<file path="src/rtl/rfths_pkg.sv">
// Shared types, codes and defaults for the ready FIFO / timer heap scheduler.
// No dependencies.
`default_nettype none
package rfths_pkg;
  localparam int READY_DEPTH_DEF = 64;
  localparam int TIMER_DEPTH_DEF = 64;
  localparam int HANDLE_BITS_DEF = 16;
  localparam int TIME_BITS_DEF = 32;

  localparam logic [1:0] ACT_POST = 2'd0;
  localparam logic [1:0] ACT_SLEEP = 2'd1;
  localparam logic [1:0] ACT_ADVANCE = 2'd2;
  localparam logic [1:0] ACT_DISPATCH = 2'd3;

  localparam logic [2:0] ST_DISPATCHED = 3'd0;
  localparam logic [2:0] ST_ACCEPTED = 3'd1;
  localparam logic [2:0] ST_NULL = 3'd2;
  localparam logic [2:0] ST_READY_FULL = 3'd3;
  localparam logic [2:0] ST_TIMERS_FULL = 3'd4;
  localparam logic [2:0] ST_WAITING = 3'd5;
  localparam logic [2:0] ST_IDLE = 3'd6;

  typedef enum logic [3:0] {
    S_IDLE,     // wait for an input word
    S_DECODE,   // decide what the word does
    S_UP_RD,    // read parent during sift-up
    S_UP_CMP,   // compare/swap with parent
    S_DRAIN,    // check heap top for a due timer
    S_POP_RD,   // read last entry to move to the root
    S_DN_RD,    // read children during sift-down
    S_DN_CMP,   // compare/swap with smaller child
    S_FIFO_RD,  // read ready FIFO head
    S_RESULT    // hold the result word
  } state_t;

  typedef struct packed {
    logic load;        // capture input word
    logic decode;      // resolve post/sleep/advance and start inserts
    logic up_rd;
    logic up_cmp;
    logic pop_start;   // drain: push top handle, start pop
    logic pop_rd;
    logic dn_rd;
    logic dn_cmp;
    logic fifo_rd;
    logic out_valid;
  } ctrl_t;

  typedef struct packed {
    logic need_up;     // insert went into a nonempty heap
    logic need_drain;  // dispatch with empty FIFO
    logic go_fifo;     // dispatch with nonempty FIFO
    logic up_more;     // sift-up continues
    logic can_drain;   // top is due and FIFO has room
    logic pop_more;    // heap holds more than one entry after pop
    logic dn_more;     // sift-down continues
  } stat_t;
endpackage
`default_nettype wire

</file>
<file path="src/rtl/rfths_ctrl.sv">
// Controller state machine of the scheduler.
// Depends on rfths_pkg.
`default_nettype none
module rfths_ctrl (
  input  wire logic             clk,
  input  wire logic             rst,
  input  wire logic             in_valid,
  input  wire logic             out_ready,
  input  rfths_pkg::stat_t      st,
  output rfths_pkg::ctrl_t      ctl,
  output logic                  in_ready
);
  rfths_pkg::state_t state, state_next;

  always_ff @(posedge clk) begin
    if (rst) state <= rfths_pkg::S_IDLE;
    else state <= state_next;
  end

  always_comb begin
    state_next = state;
    case (state)
      rfths_pkg::S_IDLE: if (in_valid) state_next = rfths_pkg::S_DECODE;
      rfths_pkg::S_DECODE: begin
        if (st.need_up) state_next = rfths_pkg::S_UP_RD;
        else if (st.go_fifo) state_next = rfths_pkg::S_FIFO_RD;
        else if (st.need_drain) state_next = rfths_pkg::S_DRAIN;
        else state_next = rfths_pkg::S_RESULT;
      end
      rfths_pkg::S_UP_RD: state_next = rfths_pkg::S_UP_CMP;
      rfths_pkg::S_UP_CMP:
        state_next = st.up_more ? rfths_pkg::S_UP_RD : rfths_pkg::S_RESULT;
      rfths_pkg::S_DRAIN: begin
        if (st.can_drain) state_next = rfths_pkg::S_POP_RD;
        else if (st.go_fifo) state_next = rfths_pkg::S_FIFO_RD;
        else state_next = rfths_pkg::S_RESULT;
      end
      rfths_pkg::S_POP_RD:
        state_next = st.pop_more ? rfths_pkg::S_DN_RD : rfths_pkg::S_DRAIN;
      rfths_pkg::S_DN_RD: state_next = rfths_pkg::S_DN_CMP;
      rfths_pkg::S_DN_CMP:
        state_next = st.dn_more ? rfths_pkg::S_DN_RD : rfths_pkg::S_DRAIN;
      rfths_pkg::S_FIFO_RD: state_next = rfths_pkg::S_RESULT;
      rfths_pkg::S_RESULT: if (out_ready) state_next = rfths_pkg::S_IDLE;
      default: state_next = rfths_pkg::S_IDLE;
    endcase
  end

  always_comb begin
    ctl = '0;
    in_ready = 1'b0;
    case (state)
      rfths_pkg::S_IDLE: begin
        in_ready = 1'b1;
        ctl.load = in_valid;
      end
      rfths_pkg::S_DECODE: ctl.decode = 1'b1;
      rfths_pkg::S_UP_RD: ctl.up_rd = 1'b1;
      rfths_pkg::S_UP_CMP: ctl.up_cmp = 1'b1;
      rfths_pkg::S_DRAIN: ctl.pop_start = st.can_drain;
      rfths_pkg::S_POP_RD: ctl.pop_rd = 1'b1;
      rfths_pkg::S_DN_RD: ctl.dn_rd = 1'b1;
      rfths_pkg::S_DN_CMP: ctl.dn_cmp = 1'b1;
      rfths_pkg::S_FIFO_RD: ctl.fifo_rd = 1'b1;
      rfths_pkg::S_RESULT: ctl.out_valid = 1'b1;
      default: ;
    endcase
  end

  a_ready_idle: assert property (@(posedge clk) disable iff (rst)
    in_ready |-> !ctl.out_valid) else $error("ready while result pending");
  a_res_hold: assert property (@(posedge clk) disable iff (rst)
    (ctl.out_valid && !out_ready) |=> ctl.out_valid) else $error("result dropped");
  a_load_decode: assert property (@(posedge clk) disable iff (rst)
    ctl.load |=> ctl.decode) else $error("load not followed by decode");
endmodule
`default_nettype wire

</file>
<file path="config.mk">
export PLATFORM = sky130hd
export DESIGN_NAME = rfths_ctrl
export DESIGN_NICKNAME = d
export VERILOG_FILES = /design/src/rtl/rfths_pkg.sv /design/src/rtl/rfths_ctrl.sv
export SDC_FILE = /design/constraint.sdc
export NUM_CORES = 1
export LEC_CHECK = 0
export ABC_AREA = 1
export BUFFER_PORTS_ARGS = -buffer_cell sky130_fd_sc_hd__buf_2
export CORE_MARGIN = 2
export CORE_UTILIZATION = 30
export CTS_CLUSTER_DIAMETER = 150
export CTS_CLUSTER_SIZE = 16
export DETAILED_ROUTE_END_ITERATION = 8
export GPL_TIMING_DRIVEN = 0
export MAX_ROUTING_LAYER = met4
export PLACE_DENSITY = 0.7
export SLEW_MARGIN = 20
export SYNTH_ARGS = -nofsm -noshare
export SYNTH_HDL_FRONTEND = slang
export SYNTH_SLANG_ARGS = --single-unit
</file>
<file path="constraint.sdc">
create_clock -name clk -period 1.8 [get_ports clk]
set_clock_uncertainty 0.05 [all_clocks]
set_input_delay 0.18 -clock clk [delete_from_list [all_inputs] [get_ports clk]]
set_output_delay 0.18 -clock clk [all_outputs]
set_load 0.01 [all_outputs]
</file>
Word level (Yosys, flattened, before mapping)
Index checks and enable logic that the tools add are counted.

Reductions and logical operators: 2. Mux-type cells: 22. Eq/ne operators: 11.

Operator list (count): 4-bit one-hot mux with 10 select lines (1); 4-bit two-way mux (7); 4-bit by 3-bit == test with 1-bit output, second input constant (4); 1-bit two-way mux (12); 4-bit by 2-bit == test with 1-bit output, second input constant (2); 4-bit == test, second input constant (2); 4-bit by 1-bit == test with 1-bit output, second input constant (1); 4-bit zero test (1); 2-bit two-way mux (2); 2-bit inequality test, second input constant (2); 2-bit AND reduction (1).

Bits of input ports: 11. Flip-flop bits (word level): 4.

Longest topological paths before layout
Gate-level depths: netlist of run 1.

Depth in word-level cells: 4. Gate-level depth with buffers: 8.

Worst setup path before layout of run 1
Ideal clock, no wire load.

Path kind: reg2reg. Start point: register state[1]. End point: register state[3]. Arrival: 1022 ps. Stages on the path, launching flop included: 8. Setup time: 56 ps. Clock period less this slack: 1128 ps. Data required time: 1694 ps. Slack: 672 ps. Path buffers: 0. Path through: dfxtp_1 nor2_2 nand2_1 nor2_1 a21oi_1 nand4_1 nand2_1 inv_1.

Longest elaborated chain between the ends: 3. Elaborated cells on any way between the ends: 14.

Ends and longest elaborated chain: start: declaration (RTL line rfths_ctrl.sv:13) `rfths_pkg::state_t state, state_next;`; start signal: assignment (RTL line rfths_ctrl.sv:16) `if (rst) state <= rfths_pkg::S_IDLE;`; start signal: assignment (RTL line rfths_ctrl.sv:17) `else state <= state_next;`; 4-bit == test / 4-bit zero test (equally long branches) (RTL line rfths_ctrl.sv:22) `case (state)`; 2-bit inequality test (no line); 2-bit AND reduction (no line).

Several ways; a longest one is shown, not always the timed one. A chain may end at the register's enable or synchronous reset.

==> qor.yml, run 1 <==
postCtsSetupBuffers: 0
grt_pass1_wl_um: 1470
yosysTopAreaCell: "dfxtp_1"
min_period_ns: 1.42
ys_seq_area_frac: 0.201
syn-cell-area_um2: 399
cts_resized: 0
maxCapViolCount: 0
rows: 13
avgSynthCellArea_um2: 5.78
antenna_found_initial: 0
arrival_ns: 1.19
synth_flop_cell: "dfxtp_1"
diodes: 0
synth_edf_count: 0
start_util: 0.315
post-route-period-util: 0.791
die_y_um: 40.5
cts_htree_levels: 1
netlist_top_cells_area: "dfxtp_1 20%, inv_1 11%, nand2_1 10%"
slew_violations: 0
ys_seq_elements: 4
synth_top_area_frac: 0.201
cts.sinks: 4
async_flop_share: 0
grt_max_degree: 6
drcViolationCount: 0
die_area_mm2: 0.00164
die_w_um: 40.5
synth_common_cells: "12 x inv_1, 11 x nand2_1, 9 x nor2_1"
max_freq_mhz: 703
p_comb_frac: 0.533
root_buffer: "clkbuf_4"
finalSetupViolCount: 0
cts_made_buffers: 3
tritoncts: "yes"
io_pins: 22
cts_hold_buf: 0
holdCritPathClass: "in -> reg"
vias: 490
wl_per_cell_um: 8.76
status: "complete, no violations"
synth_most_common_cell: "inv_1"
syn_to_final_growth_pct: 36.7
cp.required_ns: 1.57
antenna_left: 0
ir_drop_v: 0.000379
largest_register_ffs: 4
drive_above_1_share: 0.452
port_buffers: 21
clk_pin_slew_ns: 0.03
wl_um: 946
criticalPathCategory: "reg -> out"
place_hpwl_um: 838
synth_nets: 80
p_per_area_mw_per_mm2: 920
yosysUniqueCellTypes: 16
fin_hold_ws_ns: 0.118
final_nets: 106
synthCells: 69
dr.pass1.iters: 3
clockBufferDepth: 2
core_area_mm2: 0.00127
critical_path.max_fanout: 4
cp-start-kind: "flip-flop"
gp_congestion: 0.831
p_leak_nw: 0.322
fin_setup_tns_ns: 0
track_usage: 0.146
cp-end-kind: "primary output"
p_int_w: 0.000280
vias_per_cell: 4.54
tightest_slew_ns: 0.227
biggestRegsByFlops: "state (4)"
swShare: 0.442
top_register: "state"
clock_power_share: 0.213
p_seq_frac: 0.254
drt_iter0_drc: 8
switchingPower_w: 0.000222
clkLatencyLatePin_ns: 0.23
ys_warn_count: 0
max_slew_margin: 0.849
first_global_vias: 390
grt_setup_unrepaired: "no"
hold_violations: 0
gr-total-overflow: 0
-- routing by layer --
metal  GRT usage  wire, um  part of all wire
met5           -         0                 0
met2       0.238       451              0.48
met4       0.125        11             0.012
met3      0.0167        79             0.084
met1       0.153       403              0.43
-- stage by stage --
step	util	setup slack (ns)	power, W	instances	instance area (um^2)
after floorplan	-	0.672	0.000320	69	399
after global placement	0.412	0.599	0.000395	105	523
after detailed placement	0.412	0.568	0.000400	105	523
after CTS	0.430	0.359	0.000513	108	546
after global routing	0.430	0.241	0.000557	108	546
final	0.430	0.377	0.000502	108	546
-- worst max-delay path, cell delays in order, from the launching register on --
cell	delay, ns
dfxtp_1	0.38
inv_2	0.06
nor2_2	0.14
inv_2	0.08
nor3_1	0.14
buf_2	0.16
-- path summary, 6_finish.rpt --
| path | start | endpoint | slack (ns) | cells past startpoint |
|---|---|---|---|---|
| worst max-delay path | state[0] | ctl[0] | 0.38 | 5 |
| worst min-delay path | rst | state[0] | 0.12 | 2 |
| worst max register to register | state[3] | state[0] | 0.57 | 7 |
| worst min register to register | state[3] | state[0] | 0.60 | 2 |
-- logic make-up after synthesis --
group,share of synthesized area
buffers and inverters,0.160
AOI/OAI and AO/OA,0.0972
and+or+nand+nor,0.542
DFF,0.201
-- cells in the final DEF (no fill, tap or decap) --
cell type	Yosys	layout
clkbuf_4	0	3
nand4_1	2	2
o21ai_0	1	1
nand3_1	5	5
nor3_1	2	2
buf_2	0	21
nand3_2	1	1
inv_2	5	5
o21ai_1	1	1
a21oi_1	4	4
nand2_2	3	3
inv_1	12	12
nor2_1	9	9
a21oi_2	1	1
nor2_4	3	3
nand2_1	11	11
dfxtp_1	4	4
nor2_2	5	5
-- final cells by class --
cell class                 count  area, um^2
fill                         157         723
multi-input combinational     48         255
timing repair buffer          21         105
sequential                     4        80.1
inverter                      17        63.8
clock buffer                   3        22.5
tap                           15        18.8
-- power by group through the flow --
stage	sequential, W	combinational, W	clock, W
3_3_place_gp	0.000129	0.000266	0
2_1_floorplan	0.000126	0.000194	0
5_1_grt	0.000134	0.000305	0.000118
3_5_place_dp	0.000129	0.000271	0
6_report	0.000128	0.000267	0.000107
4_1_cts	0.000128	0.000271	0.000114
(Power assumes the default switching activity.)
==> inputs of run 2 (changes only) <==
--- a/config.mk
+++ b/config.mk
@@ -14,7 +14,7 @@
 export DETAILED_ROUTE_END_ITERATION = 8
 export GPL_TIMING_DRIVEN = 0
 export MAX_ROUTING_LAYER = met4
-export PLACE_DENSITY = 0.7
+export PLACE_DENSITY = 0.72
 export SLEW_MARGIN = 20
 export SYNTH_ARGS = -nofsm -noshare
 export SYNTH_HDL_FRONTEND = slang
==> constraint.sdc (replaced) <==
create_clock -name clk -period 1.2 [get_ports clk]
set_clock_uncertainty 0.05 [all_clocks]
set_input_delay 0.12 -clock clk [delete_from_list [all_inputs] [get_ports clk]]
set_output_delay 0.12 -clock clk [all_outputs]
set_load 0.01 [all_outputs]
==> run 2 against run 1 <==
The flow now finishes with violations (setup timing); non-clock buffer count up 9; count of clock-buffer cells in the layout unchanged; total power up 96%; critical path depth down 1; final area up 36%; critical path type unchanged; critical endpoint is now ctl[1]; sequential share of layout area down 1.9 points; register-to-register slack worse by 0.60 ns; clock power up 55%.
==> qor.yml, run 2 (synthesis gave the netlist of run 1 again) <==
diodes: 0
syn_to_final_growth_pct: 85.9
holdCritPathClass: "in -> reg"
min_period_ns: 1.30
dr.pass1.iters: 4
setup_slack_ns: -0.103
max_freq_mhz: 767
fin_hold_ws_ns: 0.0308
clk_pin_slew_ns: 0.04
place_hpwl_um: 808
cts.sinks: 4
gp_congestion: 0.759
clkLatencyLatePin_ns: 0.23
root_buffer: "clkbuf_4"
core_area_mm2: 0.00127
vias_per_cell: 4.80
final-instance-count-excl-fill: 117
drcViolationCount: 0
status: "complete, but fails checks"
wl_um: 1430
first_global_vias: 465
cp.required_ns: 1.03
start_util: 0.315
mostFrequentLayoutCells: "18 x buf_2, 12 x inv_1, 8 x nand2_1"
criticalPathCategory: "reg -> out"
tritoncts: "yes"
post-route-period-util: 1.09
arrival_ns: 1.13
p_per_area_mw_per_mm2: 1330
wl_per_cell_um: 12.2
cp-end-kind: "primary output"
p_leak_nw: 0.399
r2r_cells: 9
final_common_cell: "buf_2"
track_usage: 0.189
cts_htree_levels: 1
antenna_found_initial: 0
io_pins: 22
fin_setup_tns_ns: -0.620
biggestRegsByFlops: "state (4)"
hold_depth: 2
dp.cells: 105
power_w: 0.000983
critical_path.max_fanout: 4
drive_above_1_share: 0.637
vias: 562
fin_util: 0.585
final_nets: 115
finalSetupViolCount: 10
grt_pass1_wl_um: 1860
drt_iter0_drc: 5
die_area_mm2: 0.00164
wl_met2_um: 831
largest_register_ffs: 4
cp-start-kind: "flip-flop"
wl_met1_um: 500
routed-wl-met3_um: 83
grt_setup_unrepaired: "yes"
clockBufferDepth: 2
maxCapViolCount: 0
port_buffers: 21
antenna_left: 0
tightest_slew_ns: 0.195
slew_violations: 0
rows: 13
cts_made_buffers: 3
die_y_um: 40.5
top_layer: "met4"
top_register: "state"
grt_max_degree: 6
max_slew_margin: 0.869
ir_drop_v: 0.000571
gr-total-overflow: 0
cts_hold_buf: 0
die_w_um: 40.5
hold_violations: 0
violations: "setup timing"
[run 2: final timing paths]
path               to     start  slack, ns
max            ctl[1]  state[1]      -0.10
min          state[0]       rst       0.03
max reg2reg  state[0]  state[2]      -0.03
min reg2reg  state[1]  state[0]       0.65
[run 2: through the flow]
step	cell area, um^2	worst slack, ns
2_1_floorplan	399	0.0719
3_3_place_gp	523	-0.00748
3_5_place_dp	523	-0.00422
4_1_cts	654	-0.0784
5_1_grt	742	-0.178
6_report	742	-0.103
[run 2: what timing repair did]
action	CTS	global route
pin swaps	7	10
buffers inserted	8	1
gates resized for setup	14	22
setup endpoints to repair	12	15
[run 2: final cells by class]
cell class / count / area (um^2)
tap: 15 / 18.8
sequential: 4 / 95.1
clock buffer: 3 / 22.5
multi-input combinational: 48 / 327
timing repair buffer: 30 / 203
inverter: 17 / 76.3
fill: 114 / 527
[run 2: layer usage]
metal  up-vias  track usage
met3         2       0.0556
met4         0        0.175
met5         -            -
met1       258        0.173
li1        280            -
met2        22        0.310
[run 2: worst max-delay path, cell delays in order (launching register included)]
cell	delay, ns
dfxtp_4	0.36
nor2_4	0.17
nand2_2	0.10
nor2_2	0.12
buf_2	0.14
[run 2: power breakdown]
group	total, W	internal, W	switching (W)
Combinational	0.000598	0.000255	0.000343
Sequential	0.000219	0.000168	0.0000503
Clock	0.000166	0.000112	0.0000545
==> inputs of run 3 (changes only) <==
--- a/config.mk
+++ b/config.mk
@@ -5,7 +5,7 @@
 export SDC_FILE = /design/constraint.sdc
 export NUM_CORES = 1
 export LEC_CHECK = 0
-export ABC_AREA = 1
+export ABC_AREA = 0
 export BUFFER_PORTS_ARGS = -buffer_cell sky130_fd_sc_hd__buf_2
 export CORE_MARGIN = 2
 export CORE_UTILIZATION = 30
==> run 3 against run 2 <==
The flow still finishes with violations (setup timing); sequential power shrank 15%; count of clock-buffer cells in the layout is the same; synthesized area grew 0.94%; non-clock buffer count grew 7; critical path type is now reg -> reg; register-to-register slack lost 0.19 ns; sequential share of layout area shrank 2.5 points; die area grew 0.84%; critical endpoint is now state[2]; critical path depth is the same.
==> qor.yml, run 3 <==
wl_per_cell_um: 14.9
grt_setup_unrepaired: "yes"
port_buffers: 21
critical_path.max_fanout: 4
die_y_um: 40.6
core_area_mm2: 0.00128
status: "complete, but fails checks"
grt_pass1_wl_um: 2210
gr-total-overflow: 0
drive_above_1_share: 0.677
root_buffer: "clkbuf_4"
largest_register_ffs: 4
cts_htree_levels: 1
maxCapViolCount: 0
final_nets: 112
drcViolationCount: 0
syn-cell-area_um2: 403
cp.required_ns: 1.31
ys_warn_count: 0
clockBufferDepth: 2
ys_seq_elements: 4
mostFrequentLayoutCells: "19 x buf_2, 7 x nand2b_1, 7 x buf_6"
antenna_left: 0
cts.sinks: 4
vias_per_cell: 5.30
netlist_top_cells_area: "dfxtp_1 20%, nand2b_1 17%, nor3_1 7.5%"
synth_top_area_frac: 0.199
p_per_area_mw_per_mm2: 1040
cts_made_buffers: 3
start_util: 0.314
setup_slack_ns: -0.224
antenna_found_initial: 0
wl_um: 1690
max_freq_mhz: 702
synth_common_cells: "11 x nand2b_1, 8 x nor2_1, 6 x nor3_1, 5 x a21oi_1"
min_period_ns: 1.42
max_slew_margin: 0.842
place_hpwl_um: 866
holdCritPathClass: "in -> reg"
ir_drop_v: 0.000612
arrival_ns: 1.54
tightest_slew_ns: 0.236
p_leak_nw: 0.391
ys_seq_area_frac: 0.199
post-route-period-util: 1.19
yosysTopAreaCell: "dfxtp_1"
place_worst_setup_slack_ns: -0.392
dr.pass1.iters: 4
synth_edf_count: 0
io_pins: 22
hold_violations: 0
die_w_um: 40.6
synthCells: 64
slew_violations: 0
final-instance-count-excl-fill: 114
clkLatencyLatePin_ns: 0.23
track_usage: 0.214
die_area_mm2: 0.00165
gp_congestion: 0.864
diodes: 0
synth_most_common_cell: "nand2b_1"
top_register: "state"
tritoncts: "yes"
first_global_vias: 525
rows: 13
clk_pin_slew_ns: 0.04
synth_flop_cell: "dfxtp_1"
dp.cells: 100
violations: "setup timing"
synth_nets: 75
vias: 604
drt_iter0_drc: 6
avgSynthCellArea_um2: 6.30
biggestRegsByFlops: "state (4)"
cp-start-kind: "flip-flop"
yosysUniqueCellTypes: 25
syn_to_final_growth_pct: 120
fin_hold_ws_ns: 0.0179
grt_max_degree: 11
final_common_cell: "buf_2"
criticalPathCategory: "reg -> reg"
cp-end-kind: "flip-flop"
async_flop_share: 0
finalSetupViolCount: 15
==> run 3: changes by cell type in the layout (fill, tap and decap cells not counted), sizes merged, moves of 5 or more <==
cell,previous run,this run
inv,17,2
nand2,14,3
nand2b,0,11
nand3,6,1
nor2,17,8
==> run 3: layout make-up <==
type	count	area [um^2]
buffer	4	57.6
inverter	2	7.51
tap	15	18.8
fill	105	400
sequential	4	91.3
multi-input combinational	53	435
clock buffer	3	22.5
timing repair buffer	33	251
==> run 3: worst paths after layout <==
kind	start	end	slack, ns	cells after the start
hold reg to reg	state[3]	state[1]	0.64	3
hold / removal	rst	state[1]	0.02	2
setup / recovery	state[1]	state[2]	-0.22	4
setup reg to reg	state[1]	state[2]	-0.22	4
==> run 3: kinds of logic (layout without fill, tap and decap cells) <==
kind of cell,count (synthesis),in the layout,synth area share
and+or+nand+nor,35,35,0.457
AOI/OAI and AO/OA,18,18,0.276
buffers and inverters,7,42,0.0683
DFF,4,4,0.199
==> run 3: timing repair <==
action	4_1_cts	5_1_grt
cloned	0	1
hold buffers	0	0
setup buffers	6	5
hold endpoints to repair	0	0
setup endpoints to repair	15	15
pin swaps	9	7
resized for setup	24	30
==> run 3: worst max-delay path, stage by stage, from the launching register on <==
cell and delay [ns]:
dfxtp_4 0.35, or2_4 0.26, or4_4 0.43, o21ai_2 0.08, and3_4 0.19
==> run 3: per-stage QoR <==
stage               total power, W  cell area [um^2]  TNS [ns]   util
global route              0.000975               885     -2.46  0.688
floorplan                 0.000369               413    -0.564      -
global placement          0.000456               537     -1.04  0.418
CTS                       0.000753               687     -2.03  0.535
detailed placement        0.000459               537     -1.21  0.418
finish                    0.000923               885     -1.67  0.688
==> run 3: metal layers <==
layer  part of all wire  wire (um)  track usage
met2               0.55        926        0.365
met5                  0          0            -
met4                  0          0        0.133
met1               0.41        702        0.230
met3              0.038         65       0.0326
==> run 3: power breakdown <==
group          internal (W)  switching [W]  total (W)
logic              0.000317       0.000259   0.000576
registers          0.000152      0.0000344   0.000186
clock network      0.000111      0.0000493   0.000161
total              0.000580       0.000343   0.000923
